### src/hdl/assert_macros.svh
// assertion macros shared by the encoder step queue modules
// expects clk and rst_n in the scope of each use
`ifndef ASSERT_MACROS_SVH
`define ASSERT_MACROS_SVH

`ifndef ASSERT_OFF

// condition must never hold outside reset
`define ASSERT_NEVER(label, cond) \
    label: assert property (@(posedge clk) disable iff (!rst_n) !(cond)) \
        else $error("assertion failed: forbidden condition seen");

// antecedent implies consequent in the same cycle
`define ASSERT_IMPLY(label, ante, cons) \
    label: assert property (@(posedge clk) disable iff (!rst_n) (ante) |-> (cons)) \
        else $error("assertion failed: implication violated");

`else

`define ASSERT_NEVER(label, cond)
`define ASSERT_IMPLY(label, ante, cons)

`endif

`endif

### src/hdl/qenc_pkg.sv
// types, constants and helpers for the quadrature encoder step queue
// no dependencies
package qenc_pkg;

    localparam int ENCODER_COUNT_DEF = 4;
    localparam int QUEUE_DEPTH_DEF   = 32;
    localparam int SEL_W             = 2;

    // class of an A-phase edge, keyed by B level and A direction
    typedef enum logic [2:0] {
        EDGE_NONE     = 3'd0,
        EDGE_BLO_RISE = 3'd1,
        EDGE_BLO_FALL = 3'd2,
        EDGE_BHI_RISE = 3'd3,
        EDGE_BHI_FALL = 3'd4
    } edge_class_t;

    // command from the front end to one lane
    typedef struct packed {
        logic sample;
        logic tick;
        logic level_a;
        logic level_b;
    } lane_cmd_t;

    // lane status back to the front end
    typedef struct packed {
        logic nonempty;
        logic head_cw;
    } lane_stat_t;

    // shared control from a lane to its row of cells
    typedef struct packed {
        logic pop;
        logic push_cw;
    } cell_ctl_t;

    function automatic edge_class_t class_edge(input logic b, input logic a);
        edge_class_t ev;
        if (!b)
        begin
            ev = a ? EDGE_BLO_RISE : EDGE_BLO_FALL;
        end
        else
        begin
            ev = a ? EDGE_BHI_RISE : EDGE_BHI_FALL;
        end
        return ev;
    endfunction

endpackage

### src/hdl/qenc_if.sv
// valid/ready channel interfaces for request and response beats
// depends on qenc_pkg for the select width
interface qenc_req_if;
    logic                       valid;
    logic                       ready;
    logic                       cmd;
    logic [qenc_pkg::SEL_W-1:0] encoder_select;
    logic                       level_a;
    logic                       level_b;

    modport source (output valid, cmd, encoder_select, level_a, level_b, input ready);
    modport sink   (input valid, cmd, encoder_select, level_a, level_b, output ready);
endinterface

interface qenc_rsp_if;
    logic                       valid;
    logic                       ready;
    logic [qenc_pkg::SEL_W-1:0] encoder_id;
    logic                       cw_step;
    logic                       ccw_step;

    modport source (output valid, encoder_id, cw_step, ccw_step, input ready);
    modport sink   (input valid, encoder_id, cw_step, ccw_step, output ready);
endinterface

### src/hdl/qenc_cell.sv
// one slot of a step queue: holds a single direction bit
// depends on qenc_pkg for the cell control struct
module qenc_cell
(
    input  logic                clk,
    input  logic                rst_n,
    input  qenc_pkg::cell_ctl_t ctl,
    input  logic                load,
    input  logic                upper_cw,
    output logic                step_cw
);

    logic step_cw_reg;
    logic step_cw_next;

    // pop takes the neighbor's bit, push loads the slot at the tail
    always_comb
    begin
        step_cw_next = step_cw_reg;
        if (ctl.pop)
        begin
            step_cw_next = upper_cw;
        end
        else if (load)
        begin
            step_cw_next = ctl.push_cw;
        end
    end

    always_ff @(posedge clk or negedge rst_n)
    begin
        if (!rst_n)
        begin
            step_cw_reg <= 1'b0;
        end
        else
        begin
            step_cw_reg <= step_cw_next;
        end
    end

    assign step_cw = step_cw_reg;

endmodule

### src/hdl/qenc_lane.sv
// per-encoder lane: edge tracker, fill count and a row of queue cells
// depends on qenc_pkg, qenc_cell and assert_macros.svh
`include "assert_macros.svh"

module qenc_lane
#(
    parameter int QUEUE_DEPTH = qenc_pkg::QUEUE_DEPTH_DEF
)
(
    input  logic                 clk,
    input  logic                 rst_n,
    input  qenc_pkg::lane_cmd_t  cmd,
    output qenc_pkg::lane_stat_t stat
);

    localparam int CNT_W = $clog2(QUEUE_DEPTH + 1);

    logic                   last_a_reg;
    logic                   last_a_next;
    qenc_pkg::edge_class_t  last_class_reg;
    qenc_pkg::edge_class_t  last_class_next;
    logic [CNT_W-1:0]       count_reg;
    logic [CNT_W-1:0]       count_next;

    qenc_pkg::edge_class_t  ev;
    logic                   a_changed;
    logic                   want_cw;
    logic                   want_ccw;
    logic                   push;
    logic                   pop;
    logic                   not_full;
    qenc_pkg::cell_ctl_t    ctl;
    logic [QUEUE_DEPTH-1:0] cell_cw;

    // edge classing and step detection
    always_comb
    begin
        ev        = qenc_pkg::class_edge(cmd.level_b, cmd.level_a);
        a_changed = cmd.sample && (cmd.level_a != last_a_reg);
        want_cw   = (last_class_reg == qenc_pkg::EDGE_BLO_FALL)
                    && (ev == qenc_pkg::EDGE_BHI_RISE);
        want_ccw  = (last_class_reg == qenc_pkg::EDGE_BHI_FALL)
                    && (ev == qenc_pkg::EDGE_BLO_RISE);
        not_full  = count_reg < CNT_W'(QUEUE_DEPTH);
        push      = a_changed && (want_cw || want_ccw) && not_full;
        pop       = cmd.tick && (count_reg != '0);
        ctl.pop     = pop;
        ctl.push_cw = want_cw;
    end

    // state update
    always_comb
    begin
        last_a_next     = last_a_reg;
        last_class_next = last_class_reg;
        count_next      = count_reg;
        if (a_changed)
        begin
            last_a_next     = cmd.level_a;
            last_class_next = ev;
        end
        if (push)
        begin
            count_next = count_reg + CNT_W'(1);
        end
        else if (pop)
        begin
            count_next = count_reg - CNT_W'(1);
        end
    end

    always_ff @(posedge clk or negedge rst_n)
    begin
        if (!rst_n)
        begin
            last_a_reg     <= 1'b0;
            last_class_reg <= qenc_pkg::EDGE_NONE;
            count_reg      <= '0;
        end
        else
        begin
            last_a_reg     <= last_a_next;
            last_class_reg <= last_class_next;
            count_reg      <= count_next;
        end
    end

    // row of cells, head at index zero
    for (genvar i = 0; i < QUEUE_DEPTH; i++)
    begin : g_cell
        logic upper;
        if (i == QUEUE_DEPTH - 1)
        begin : g_last
            assign upper = 1'b0;
        end
        else
        begin : g_mid
            assign upper = cell_cw[i+1];
        end

        qenc_cell u_cell
        (
            .clk      (clk),
            .rst_n    (rst_n),
            .ctl      (ctl),
            .load     (push && (count_reg == CNT_W'(i))),
            .upper_cw (upper),
            .step_cw  (cell_cw[i])
        );
    end

    assign stat.nonempty = count_reg != '0;
    assign stat.head_cw  = cell_cw[0];

    // checks
    `ASSERT_NEVER(a_count_range, count_reg > CNT_W'(QUEUE_DEPTH))
    `ASSERT_NEVER(a_push_pop_excl, push && pop)
    `ASSERT_IMPLY(a_class_tracks_a, last_class_reg != qenc_pkg::EDGE_NONE,
                  last_a_reg == (last_class_reg == qenc_pkg::EDGE_BLO_RISE
                                 || last_class_reg == qenc_pkg::EDGE_BHI_RISE))

endmodule

### src/hdl/quadrature_encoder_step_queue.sv
// top level of the quadrature encoder step queue
// depends on qenc_pkg, qenc_if, qenc_lane and assert_macros.svh
//
// Usage:
//   req channel: each beat is either a phase-A sample (cmd 0) or a scan
//     tick (cmd 1) for the encoder named by encoder_select.
//   rsp channel: one beat per tick, carrying encoder_id and the popped
//     step as cw_step / ccw_step; both flags are low on an empty queue
//     or an encoder number beyond the configured count. Samples give none.
//   Throughput: one req beat per cycle while req.ready is high. Every item
//     updates its lane in the cycle it is accepted; each lane's queue is a
//     row of cells that shifts toward the head on a pop.
//   Response: a tick's rsp beat is registered in the output stage below.
//   Stall: a two-entry output stage (register plus skid) holds results;
//     the skid fills when a tick arrives while the register is full and
//     rsp.ready is low. req.ready is low while the skid is full and rises
//     the cycle after the next rsp beat.
//   Full queue: a new step is dropped, the edge is still recorded.
//   Reset: rst_n clears all edge history, fill counts and output beats;
//     the block accepts beats from the first cycle after reset.
`include "assert_macros.svh"

module quadrature_encoder_step_queue
#(
    parameter int ENCODER_COUNT = qenc_pkg::ENCODER_COUNT_DEF,
    parameter int QUEUE_DEPTH   = qenc_pkg::QUEUE_DEPTH_DEF
)
(
    input  logic       clk,
    input  logic       rst_n,
    qenc_req_if.sink   req,
    qenc_rsp_if.source rsp
);

    localparam int SEL_W = qenc_pkg::SEL_W;

    logic                 req_fire;
    logic                 tick_fire;
    logic                 rsp_fire;
    logic                 new_cw;
    qenc_pkg::lane_cmd_t  lane_cmd [ENCODER_COUNT];
    qenc_pkg::lane_stat_t lane_stat [ENCODER_COUNT];
    logic [ENCODER_COUNT-1:0] lane_hit;

    logic             out_valid_reg;
    logic             out_valid_next;
    logic [SEL_W-1:0] out_id_reg;
    logic [SEL_W-1:0] out_id_next;
    logic             out_cw_reg;
    logic             out_cw_next;
    logic             out_ccw_reg;
    logic             out_ccw_next;
    logic             skid_valid_reg;
    logic             skid_valid_next;
    logic [SEL_W-1:0] skid_id_reg;
    logic [SEL_W-1:0] skid_id_next;
    logic             skid_cw_reg;
    logic             skid_cw_next;
    logic             skid_ccw_reg;
    logic             skid_ccw_next;

    assign req.ready = !skid_valid_reg;
    assign req_fire  = req.valid && req.ready;
    assign tick_fire = req_fire && req.cmd;
    assign rsp_fire  = out_valid_reg && rsp.ready;

    // fan the beat out to the addressed lane
    for (genvar e = 0; e < ENCODER_COUNT; e++)
    begin : g_lane
        assign lane_hit[e]          = req_fire && (32'(req.encoder_select) == e);
        assign lane_cmd[e].sample   = lane_hit[e] && !req.cmd;
        assign lane_cmd[e].tick     = lane_hit[e] && req.cmd;
        assign lane_cmd[e].level_a  = req.level_a;
        assign lane_cmd[e].level_b  = req.level_b;

        qenc_lane #(.QUEUE_DEPTH(QUEUE_DEPTH)) u_lane
        (
            .clk   (clk),
            .rst_n (rst_n),
            .cmd   (lane_cmd[e]),
            .stat  (lane_stat[e])
        );
    end

    // addressed lane holds a step; zero when unaddressed or empty
    always_comb
    begin
        new_cw = 1'b0;
        for (int e = 0; e < ENCODER_COUNT; e++)
        begin
            new_cw = new_cw | (lane_hit[e] && lane_stat[e].nonempty);
        end
    end

    logic new_head;
    always_comb
    begin
        new_head = 1'b0;
        for (int e = 0; e < ENCODER_COUNT; e++)
        begin
            new_head = new_head
                       | (lane_hit[e] && lane_stat[e].nonempty && lane_stat[e].head_cw);
        end
    end

    // output register with skid stage
    always_comb
    begin
        out_valid_next  = out_valid_reg;
        out_id_next     = out_id_reg;
        out_cw_next     = out_cw_reg;
        out_ccw_next    = out_ccw_reg;
        skid_valid_next = skid_valid_reg;
        skid_id_next    = skid_id_reg;
        skid_cw_next    = skid_cw_reg;
        skid_ccw_next   = skid_ccw_reg;
        if (skid_valid_reg)
        begin
            if (rsp_fire)
            begin
                out_id_next     = skid_id_reg;
                out_cw_next     = skid_cw_reg;
                out_ccw_next    = skid_ccw_reg;
                skid_valid_next = 1'b0;
            end
        end
        else if (tick_fire)
        begin
            if (!out_valid_reg || rsp_fire)
            begin
                out_valid_next = 1'b1;
                out_id_next    = req.encoder_select;
                out_cw_next    = new_head;
                out_ccw_next   = new_cw && !new_head;
            end
            else
            begin
                skid_valid_next = 1'b1;
                skid_id_next    = req.encoder_select;
                skid_cw_next    = new_head;
                skid_ccw_next   = new_cw && !new_head;
            end
        end
        else if (rsp_fire)
        begin
            out_valid_next = 1'b0;
        end
    end

    always_ff @(posedge clk or negedge rst_n)
    begin
        if (!rst_n)
        begin
            out_valid_reg  <= 1'b0;
            skid_valid_reg <= 1'b0;
        end
        else
        begin
            out_valid_reg  <= out_valid_next;
            skid_valid_reg <= skid_valid_next;
        end
    end

    // payload registers
    always_ff @(posedge clk)
    begin
        out_id_reg   <= out_id_next;
        out_cw_reg   <= out_cw_next;
        out_ccw_reg  <= out_ccw_next;
        skid_id_reg  <= skid_id_next;
        skid_cw_reg  <= skid_cw_next;
        skid_ccw_reg <= skid_ccw_next;
    end

    assign rsp.valid      = out_valid_reg;
    assign rsp.encoder_id = out_id_reg;
    assign rsp.cw_step    = out_cw_reg;
    assign rsp.ccw_step   = out_ccw_reg;

    // checks
    `ASSERT_IMPLY(a_skid_behind_out, skid_valid_reg, out_valid_reg)
    `ASSERT_NEVER(a_flags_excl, out_valid_reg && out_cw_reg && out_ccw_reg)
    `ASSERT_IMPLY(a_rsp_from_tick, $rose(out_valid_reg), $past(tick_fire))

endmodule
### src/flat_wrapper.sv
// flat-port wrapper written by rule: the top's interface ports become plain ports
module quadrature_encoder_step_queue_flat 
#(
    parameter int ENCODER_COUNT = qenc_pkg::ENCODER_COUNT_DEF,
    parameter int QUEUE_DEPTH   = qenc_pkg::QUEUE_DEPTH_DEF
)
  (clk, rst_n, req_valid, req_cmd, req_encoder_select, req_level_a, req_level_b, req_ready, rsp_valid, rsp_encoder_id, rsp_cw_step, rsp_ccw_step, rsp_ready);
  qenc_req_if req_i ();
  qenc_rsp_if rsp_i ();
  input  logic clk;
  input  logic rst_n;
  input wire logic [$bits(req_i.valid)-1:0] req_valid;
  input wire logic [$bits(req_i.cmd)-1:0] req_cmd;
  input wire logic [$bits(req_i.encoder_select)-1:0] req_encoder_select;
  input wire logic [$bits(req_i.level_a)-1:0] req_level_a;
  input wire logic [$bits(req_i.level_b)-1:0] req_level_b;
  output wire logic [$bits(req_i.ready)-1:0] req_ready;
  output wire logic [$bits(rsp_i.valid)-1:0] rsp_valid;
  output wire logic [$bits(rsp_i.encoder_id)-1:0] rsp_encoder_id;
  output wire logic [$bits(rsp_i.cw_step)-1:0] rsp_cw_step;
  output wire logic [$bits(rsp_i.ccw_step)-1:0] rsp_ccw_step;
  input wire logic [$bits(rsp_i.ready)-1:0] rsp_ready;
  assign req_i.valid = req_valid;
  assign req_i.cmd = req_cmd;
  assign req_i.encoder_select = req_encoder_select;
  assign req_i.level_a = req_level_a;
  assign req_i.level_b = req_level_b;
  assign req_ready = req_i.ready;
  assign rsp_valid = rsp_i.valid;
  assign rsp_encoder_id = rsp_i.encoder_id;
  assign rsp_cw_step = rsp_i.cw_step;
  assign rsp_ccw_step = rsp_i.ccw_step;
  assign rsp_i.ready = rsp_ready;
  quadrature_encoder_step_queue #(.ENCODER_COUNT(ENCODER_COUNT), .QUEUE_DEPTH(QUEUE_DEPTH)) u_core (.clk(clk), .rst_n(rst_n), .req(req_i), .rsp(rsp_i));
endmodule
### config.mk
export PLATFORM = sky130hd
export DESIGN_NAME = quadrature_encoder_step_queue_flat
export DESIGN_NICKNAME = d
export VERILOG_FILES = /design/src/hdl/qenc_pkg.sv /design/src/hdl/qenc_if.sv /design/src/hdl/qenc_cell.sv /design/src/hdl/qenc_lane.sv /design/src/hdl/quadrature_encoder_step_queue.sv /design/src/flat_wrapper.sv
export VERILOG_INCLUDE_DIRS = /design/src /design/src/hdl
export SDC_FILE = /design/constraint.sdc
export NUM_CORES = 1
export LEC_CHECK = 0
export BUFFER_PORTS_ARGS = -buffer_cell sky130_fd_sc_hd__buf_2
export CELL_PAD_IN_SITES_DETAIL_PLACEMENT = 1
export CELL_PAD_IN_SITES_GLOBAL_PLACEMENT = 1
export CORE_ASPECT_RATIO = 0.5
export CORE_UTILIZATION = 30
export CTS_CLUSTER_DIAMETER = 200
export DETAILED_ROUTE_END_ITERATION = 16
export GPL_TIMING_DRIVEN = 0
export PLACE_DENSITY = 0.52
export SLEW_MARGIN = 20
export SYNTH_ARGS = -nofsm -noshare
export SYNTH_HDL_FRONTEND = slang
export SYNTH_HIERARCHICAL = 1
export SYNTH_SLANG_ARGS = --single-unit
export TNS_END_PERCENT = 20
### constraint.sdc
create_clock -name clk -period 4.2 [get_ports clk]
set_clock_uncertainty 0.2 [all_clocks]
set_input_delay 1.05 -clock clk [delete_from_list [all_inputs] [get_ports clk]]
set_output_delay 1.05 -clock clk [all_outputs]
set_load 0.05 [all_outputs]
==> impl_metrics.yaml, run 1 <==
clock_tree:
  post-cts-setup-buffers: 0
  cts_tree: "yes"
  clockBufferDepth: 2
  clk_latency_ns: 0.45
  clk_pin_slew_ns: 0.07
  ctsResizeCount: 0
  htreeDepth: 4
  cts_buffers: 17
  clock_sinks: 174
  cts_root_buf: "clkbuf_16"
  postCtsHoldBufs: 0
critical_path:
  worstSetupPathType: "in2reg"
  rrSetupSlack_ns: 0.92
  cp.arrival_ns: 3.61
  cp-start-kind: "input pin"
  cp.required_ns: 4.30
  endpoint_kind: "flip-flop"
  cp_max_fo: 10
timing:
  slew_headroom_pct: 36.5
  period_needed_ns: 3.51
  worst_hold_slack_ns: 0.290
  final-max-slew-violation-count: 0
  fmax_ghz: 0.285
  rsz0062_at_grt: "no"
  fin_crit_sh_pct: 83.5
  worst_pin_slew_ns: 0.945
  hold_viol_final: 0
  fin_ws_ns: 0.692
  finalSetupViolCount: 0
global_route:
  overflow: 0
  grt_first_pass_wirelength_mm: 40.1
  grt_pass1_vias: 7676
  antenna_found_initial: 0
  track_usage_pct: 15.0
  grt_max_degree: 61
die:
  die_w_um: 256
  rows: 46
  ioPinCount: 15
  start_util_pct: 30.6
  core_um2: 31700
  dieArea_um2: 33100
  die_y_um: 129
detailed_routing:
  viasPerCell: 4.88
  dr.pass1.iters: 4
  drcViolationCount: 0
  wl_mm: 23.4
  drtIter0Drc: 332
  wl_per_cell_um: 15.5
  drtAntennaViolNets: 0
  vias: 7362
placed_design:
  place_inst: 1476
  portBuffers: 14
  dp_worst_setup_slack_ns: 0.243
  gp_congestion: 0.766
  dp_hpwl_mm: 15.7
pwr:
  power_density_nw_per_um2: 484
  ir_worst_vdd_mv: 0.203
  power.leakage_nw: 4.30
logic_synthesis:
  ys_types: 51
  syn_area_per_cell_um2: 9.51
  synth_top_flop_cell: "dfrtp_1"
  synth_seq_area_share_pct: 45.3
  synth_nets: 1061
  yosysWarningCount: 6
  synth-edff-count: 8
  syn_area_um2: 9700
  ys_seq_elements: 174
  synthCells: 1020
  synthArstFlopShare_pct: 95.4
finish:
  antenna_cells: 0
  nets: 1104
  drive_above_1_share_pct: 9.29
  fillerInstances: 3617
  largest_register_ffs: 128
  stdcell_count: 1508
  syn_to_final_growth_pct: 15.9
job:
  drv_cap: 0
worst_hold_path:
  min_path_type: "reg2reg"
outcome:
  outcome: "finished, final reports clean"
cell families after synthesis:
| logic type | synth area share, % |
|---|---|
| simple gates | 18.5 |
| compound gates | 10.3 |
| flops | 45.3 |
| mux | 16.5 |
| buf+inv | 3.24 |
| fa+ha+maj | 4.13 |
| xor+xnor | 1.81 |
| other cells | 0.155 |
metal layers:
| metal | vias to the layer above | global-route usage, % | wire length (um) |
|---|---|---|---|
| met5 | - | 0 | 0 |
| met4 | 0 | 4.54 | 224 |
| met3 | 16 | 2.76 | 345 |
| met2 | 32 | 24.2 | 10700 |
| met1 | 3670 | 20.5 | 12200 |
| li1 | 3644 | - | - |
final cells by class:
class                           instances  area [um2]  area share, %
Multi-Input combinational cell        788        5070           45.1
Sequential cell                       174        4390           39.1
Tap cell                              432         541           4.81
Clock buffer                           20         457           4.06
Timing Repair Buffer                   24         335           2.98
Buffer                                 31         213           1.89
Clock inverter                         12         133           1.18
Inverter                               27         101          0.902
final timing paths:
path | cells after the start | end | start
worst max-delay path | 9 | flip-flop | req_encoder_select[0]
min in group asynchronous | 1 | asynchronous set/reset pin | rst_n
worst max register to register | 8 | flip-flop | u_core/skid_valid_reg$_DFF_PN0_
worst min register to register | 2 | flip-flop | flip-flop
max in group asynchronous | 3 | asynchronous set/reset pin | rst_n
worst min-delay path | 2 | flip-flop | flip-flop
stage by stage:
| stage | power, W | setup TNS (ns) | utilization [%] | cell area [um2] |
|---|---|---|---|---|
| after floorplan | 0.00330 | 0 | - | 9720 |
| after global placement | 0.00374 | -232.93 | 32.6 | 10300 |
| after detailed placement | 0.00385 | 0 | 33.6 | 10700 |
| after CTS | 0.00555 | 0 | 35.4 | 11200 |
| after global routing | 0.00578 | 0 | 35.4 | 11200 |
| final | 0.00544 | 0 | 35.4 | 11200 |
power breakdown:
part	internal (W)	switching [W]	leakage, nW
Sequential	0.00193	0.000208	2.34
Combinational	0.000582	0.00108	1.68
Clock	0.000913	0.000731	0.284
critical path: stages:
cell      delay [ns]
buf_2           0.11
buf_2           0.16
nor4_1          0.53
nand3b_1        0.25
a211oi_4        0.57
nand3b_1        0.40
nor2_1          0.24
mux2i_1         0.21
o21ai_1         0.08
Yosys cell counts, types with 10 or more instances:
cell | count | share of area (%)
o21ai_1 | 129 | 6.7
mux2_2 | 14 | 1.6
a21oi_1 | 10 | 0.52
nand2_1 | 160 | 6.2
nand3b_1 | 17 | 1.3
nor2_1 | 101 | 3.9
nand3_1 | 28 | 1.4
dfrtp_1 | 166 | 43
nand2b_1 | 11 | 0.71
mux2i_1 | 143 | 15
nor3_1 | 58 | 3.0
ha_1 | 32 | 4.1
inv_1 | 27 | 1.0
buf_6 | 12 | 1.4
xor2_1 | 12 | 1.1
placed cells by master (no fill, tap or decap), drive strengths merged, types with 4 or more instances in the layout:
master and n:
nand3b 17, nand3 28, nor2 101, ha 32, o21a 4, nand2 160
o21ai 135, edfxtp 8, inv 31, xnor2 8, clkbuf 28, buf 47
nor3 58, mux2 15, conb 4, nand2b 11, mux2i 143, a21oi 10
dfrtp 166, xor2 12, a31oi 5
No activity file was read; power rests on OpenSTA's default activity.
==> inputs of run 2 (changes only) <==
- clock period: 4.2 -> 2.85 ns (I/O delays scaled with it)
==> run 2 against run 1 <==
The flow now finishes with violations (DRC). Register-to-register slack got worse by 0.73 ns. Hold slack got worse by 0.25 ns. First-iteration DRC count fell by 6.6%. Highest routed layer unchanged. Clock power up 35%. Count of clock-buffer cells in the layout grew 1. Non-clock buffer count rose by 3. Die area unchanged. Routed wire length grew 4.3%. Cell count did not move. Worst setup slack worse by 0.57 ns. Largest cell class unchanged. Power increased by 46%. Combinational power up 54%.
==> impl_metrics.yaml, run 2 (synthesis gave the netlist of run 1 again) <==
outcome:
  outcome: "finished, violations left"
  violations: "DRC"
critical_path:
  r2r_cells: 10
  crit_family: "simple AND/OR/NAND/NOR gates"
  cp.required_ns: 2.98
  cp-start-kind: "input pin"
  cp_common_cell: "buf_2"
  crit_buf_inv: 4
  path_depth: 12
  endpoint_kind: "flip-flop"
  cp.arrival_ns: 2.85
  crit_chain: "buf_2, clkbuf_4, nor2_1, nand2_1, nor2_2, nand3b_1, a211o_1, buf_2, buf_2, nor3_1, mux2i_1, o21ai_1"
  critPathMaxStageDelay_ns: 0.33
  worstSetupPathType: "in2reg"
  critPathSlowestCell: "a211o_1"
  cp_max_fo: 10
die:
  start_util_pct: 30.6
  rows: 46
  ioPinCount: 15
  core_um2: 31700
  die_y_um: 129
  dieArea_um2: 33100
  die_w_um: 256
clock_tree:
  clockBufferDepth: 2
  cts_buffers: 17
  clk_pin_slew_ns: 0.07
  cts_root_buf: "clkbuf_16"
  cts_tree: "yes"
  clk_latency_ns: 0.44
  htreeDepth: 4
  clock_sinks: 174
detailed_routing:
  dr.pass1.iters: 10
  drcViolationCount: 1
  viasPerCell: 4.86
  drtAntennaViolNets: 0
  wl_per_cell_um: 16.2
  wl_mm: 24.5
  vias: 7325
  drtIter0Drc: 310
global_route:
  track_usage_pct: 15.8
  antenna_found_initial: 0
  grt_first_pass_wirelength_mm: 41.9
  grt_max_degree: 87
  grt_pass1_vias: 7910
  overflow: 0
timing:
  final-max-slew-violation-count: 0
  rsz0062_at_grt: "yes"
  hold_viol_final: 0
  finalSetupViolCount: 0
  fin_ws_ns: 0.122
  period_needed_ns: 2.73
  fin_crit_sh_pct: 95.7
  final.setup.tns_ns: 0
  fmax_ghz: 0.367
  worst_pin_slew_ns: 0.765
  slew_headroom_pct: 48.9
finish:
  regArea_um2: 4400
  drive_above_1_share_pct: 12.2
  syn_to_final_growth_pct: 17.1
  layout_commonest_cell: "dfrtp_1"
  mostFrequentLayoutCells: "dfrtp_1, nand2_1, mux2i_1, o21ai_1, nor2_1"
  antenna_cells: 0
  fillerInstances: 3587
  stdcell_count: 1508
  nets: 1107
  largest_register_ffs: 128
  multi_input_area_um2: 5220
pwr:
  power.leakage_nw: 4.30
  power_density_nw_per_um2: 698
  ir_worst_vdd_mv: 0.370
placed_design:
  dp_hpwl_mm: 16.4
  gp_congestion: 0.723
  portBuffers: 14
  place_inst: 1476
  dp_worst_setup_slack_ns: -0.766
job:
  drv_cap: 0
worst_hold_path:
  min_path_type: "in2async"
## run 2: what timing repair did
| item | CTS | global route |
|---|---|---|
| setup buffers | 1 | 3 |
| resized for setup | 6 | 30 |
| endpoints found under the setup margin | 49 | 114 |
| hold buffers | 0 | 0 |
| pin swaps | 2 | 6 |
## run 2: stage by stage
stage	util, %	hold slack, ns	power, W	area, um2
CTS	35.4	0.0801	0.00803	11200
global placement	32.7	0.268	0.00559	10400
global route	35.8	0.102	0.00846	11400
detailed placement	33.6	0.276	0.00573	10700
floorplan	-	0.217	0.00491	9770
finish	35.8	0.0427	0.00793	11400
## run 2: layout make-up
class | instances | share of cell area [%]
clock inverter | 8 | 0.606
sequential | 174 | 38.7
inverter | 27 | 0.925
clock buffer | 21 | 3.97
buffer | 30 | 1.93
tap | 432 | 4.76
multi-input combinational | 788 | 45.9
timing repair buffer | 28 | 3.17
## run 2: worst paths after layout
check / start / to / slack (ns)
min reg2reg: flip-flop / flip-flop / 0.29
max reg2reg: u_core/skid_valid_reg$_DFF_PN0_ / flip-flop / 0.19
min in group clk: req_encoder_select[0] / u_core/skid_id_reg[0]$_DFFE_PP_ / 0.26
max in group asynchronous: rst_n / asynchronous set/reset pin / 1.51
max: req_encoder_select[0] / flip-flop / 0.12
min: rst_n / asynchronous set/reset pin / 0.04
## run 2: power by group
group | internal (W) | switching [W]
sequential | 0.00284 | 0.000319
combinational | 0.000874 | 0.00168
clock | 0.00120 | 0.00101
total | 0.00492 | 0.00301
## run 2: per-layer routing
layer  global-route usage, %  vias to the layer above  part of all wire (%)
met5                       0                        -                     0
met4                    5.42                        0                   1.7
met3                    2.84                       26                   1.4
met2                    25.1                       26                    45
met1                    21.6                     3637                    52
li1                        -                     3636                     -
==> inputs of run 3 (changes only) <==
- CORE_UTILIZATION: 30 -> 45
- PLACE_DENSITY: 0.52 -> 0.73
==> run 3 against run 2 <==
The flow now finishes without violations. Core utilization increased by 18 points. First-iteration DRC count is 45% higher. Worst setup slack better by 0.0047 ns. Die area shrank 33%. Routed wire length shrank 5.5%. Register-to-register slack lost 0.06 ns. Combinational power about the same. Critical path depth shrank 2.
==> impl_metrics.yaml, run 3 (synthesis gave the netlist of run 1 again) <==
outcome:
  outcome: "finished, final reports clean"
critical_path:
  startpoint: "u_core/skid_valid_reg$_DFF_PN0_"
  crit_family: "simple AND/OR/NAND/NOR gates"
  cp-start-kind: "flip-flop"
  crit_chain: "clkinvlp_4, nand2_2, nor3_4, nand3b_1, a211o_1, buf_2, buf_2, nor3_1, mux2i_1, o21ai_1"
  worstReg2RegStart: "u_core/skid_valid_reg$_DFF_PN0_"
  endpoint_kind: "flip-flop"
  rrSetupSlack_ns: 0.13
  crit_buf_inv: 3
  r2r_cells: 10
  cp.arrival_ns: 2.84
  critPathMaxStageDelay_ns: 0.47
  critPathSlowestCell: "dfrtp_1"
  path_depth: 10
  worstSetupPathType: "reg2reg"
  cp_max_fo: 10
  cp.required_ns: 2.97
  cp_common_cell: "buf_2"
global_route:
  grt_first_pass_wirelength_mm: 39.9
  antenna_found_initial: 0
  grt_pass1_vias: 7863
  track_usage_pct: 22.5
  overflow: 0
  grt_max_degree: 60
die:
  ioPinCount: 15
  start_util_pct: 46.6
  die_w_um: 210
  rows: 37
  dieArea_um2: 22200
  core_um2: 20800
  die_y_um: 106
detailed_routing:
  viasPerCell: 5.51
  vias: 7467
  drtAntennaViolNets: 0
  dr.pass1.iters: 4
  drtIter0Drc: 448
  wl_per_cell_um: 17.0
  drcViolationCount: 0
  wl_mm: 23.1
timing:
  fin_crit_sh_pct: 95.5
  slew_headroom_pct: 48.9
  finalSetupViolCount: 0
  final-max-slew-violation-count: 0
  period_needed_ns: 2.72
  fmax_ghz: 0.367
  hold_viol_final: 0
  worst_pin_slew_ns: 0.764
  rsz0062_at_grt: "yes"
placed_design:
  dp_hpwl_mm: 15.3
  gp_congestion: 0.765
  place_inst: 1316
  portBuffers: 14
finish:
  syn_to_final_growth_pct: 16.1
  drive_above_1_share_pct: 12.8
  largest_register_ffs: 128
  nets: 1112
  final_core_util_pct: 54.1
  antenna_cells: 0
  stdcell_count: 1355
  mostFrequentLayoutCells: "dfrtp_1, nand2_1, mux2i_1, o21ai_1, nor2_1"
  fillerInstances: 2329
  layout_commonest_cell: "dfrtp_1"
clock_tree:
  clockBufferDepth: 2
  htreeDepth: 4
  cts_buffers: 17
  cts_root_buf: "clkbuf_16"
  clk_latency_ns: 0.44
  clock_sinks: 174
  clk_pin_slew_ns: 0.07
  cts_tree: "yes"
pwr:
  ir_worst_vdd_mv: 0.353
  power_density_nw_per_um2: 712
  power.leakage_nw: 4.34
job:
  drv_cap: 0
worst_hold_path:
  min_path_type: "in2reg"
  hold_depth: 1
## run 3: changes by cell type in the layout (fill, tap and decap cells not counted), moves of 2 or more
| cell | change |
|---|---|
| buf_4 | +3 |
| clkinv_2 | -3 |
| nor3_1 | -6 |
| clkbuf_8 | +2 |
| nor3_2 | +6 |
## run 3: area by class of cell
class | count | area (um2) | area share [%]
buffer | 31 | 224 | 1.99
clock buffer | 24 | 482 | 4.28
multi-input combinational | 788 | 5250 | 46.6
inverter | 27 | 105 | 0.933
tap | 273 | 342 | 3.03
sequential | 174 | 4390 | 39.0
timing repair buffer | 32 | 380 | 3.38
clock inverter | 6 | 83.8 | 0.744
## run 3: per-stage QoR
step	power [W]	setup slack (ns)	area [um2]	hold slack, ns	setup TNS [ns]
2_1_floorplan	0.00491	-0.554	9770	0.217	-9.30
3_3_place_gp	0.00548	-1.90	10200	0.265	-435.10
3_5_place_dp	0.00567	-0.696	10400	0.277	-54.38
4_1_cts	0.00805	-0.0142	11100	0.249	-0.0171
5_1_grt	0.00847	-0.0800	11300	0.261	-0.190
6_report	0.00802	0.127	11300	0.271	0
## run 3: per-layer routing
metal | track usage (%) | routed length [um]
met1 | 30.6 | 11500
met2 | 36.9 | 11000
met3 | 3.81 | 421
met4 | 6.47 | 190
met5 | 0 | 0
## run 3: power breakdown
part / switching [W] / leakage [nW] / internal [W]
clock: 0.000967 / 0.276 / 0.00135
sequential: 0.000323 / 2.34 / 0.00284
combinational: 0.00168 / 1.73 / 0.000859
total: 0.00297 / 4.34 / 0.00505
## run 3: worst min path at each step
stage / from / end
after floorplan: rst_n / u_core/g_lane[0].u_lane/count_reg[0]$_DFFE_PN0P_
after global placement: flip-flop / flip-flop
after detailed placement: u_core/g_lane[1].u_lane/g_cell[7].u_cell/step_cw$_DFFE_PN0P_ / u_core/g_lane[1].u_lane/g_cell[6].u_cell/step_cw$_DFFE_PN0P_
after CTS: req_encoder_select[0] / u_core/skid_id_reg[0]$_DFFE_PP_
after global routing: req_encoder_select[0] / u_core/skid_id_reg[0]$_DFFE_PP_
final: req_encoder_select[0] / u_core/skid_id_reg[0]$_DFFE_PP_
## run 3: timing repair
action | in CTS | in global routing
hold endpoints to repair | 50 | 0
buffers inserted | 3 | 5
pin swaps | 1 | 7
gates resized for setup | 8 | 32
hold buffers | 1 | 0
endpoints found under the setup margin | 57 | 111
gates cloned | 0 | 0
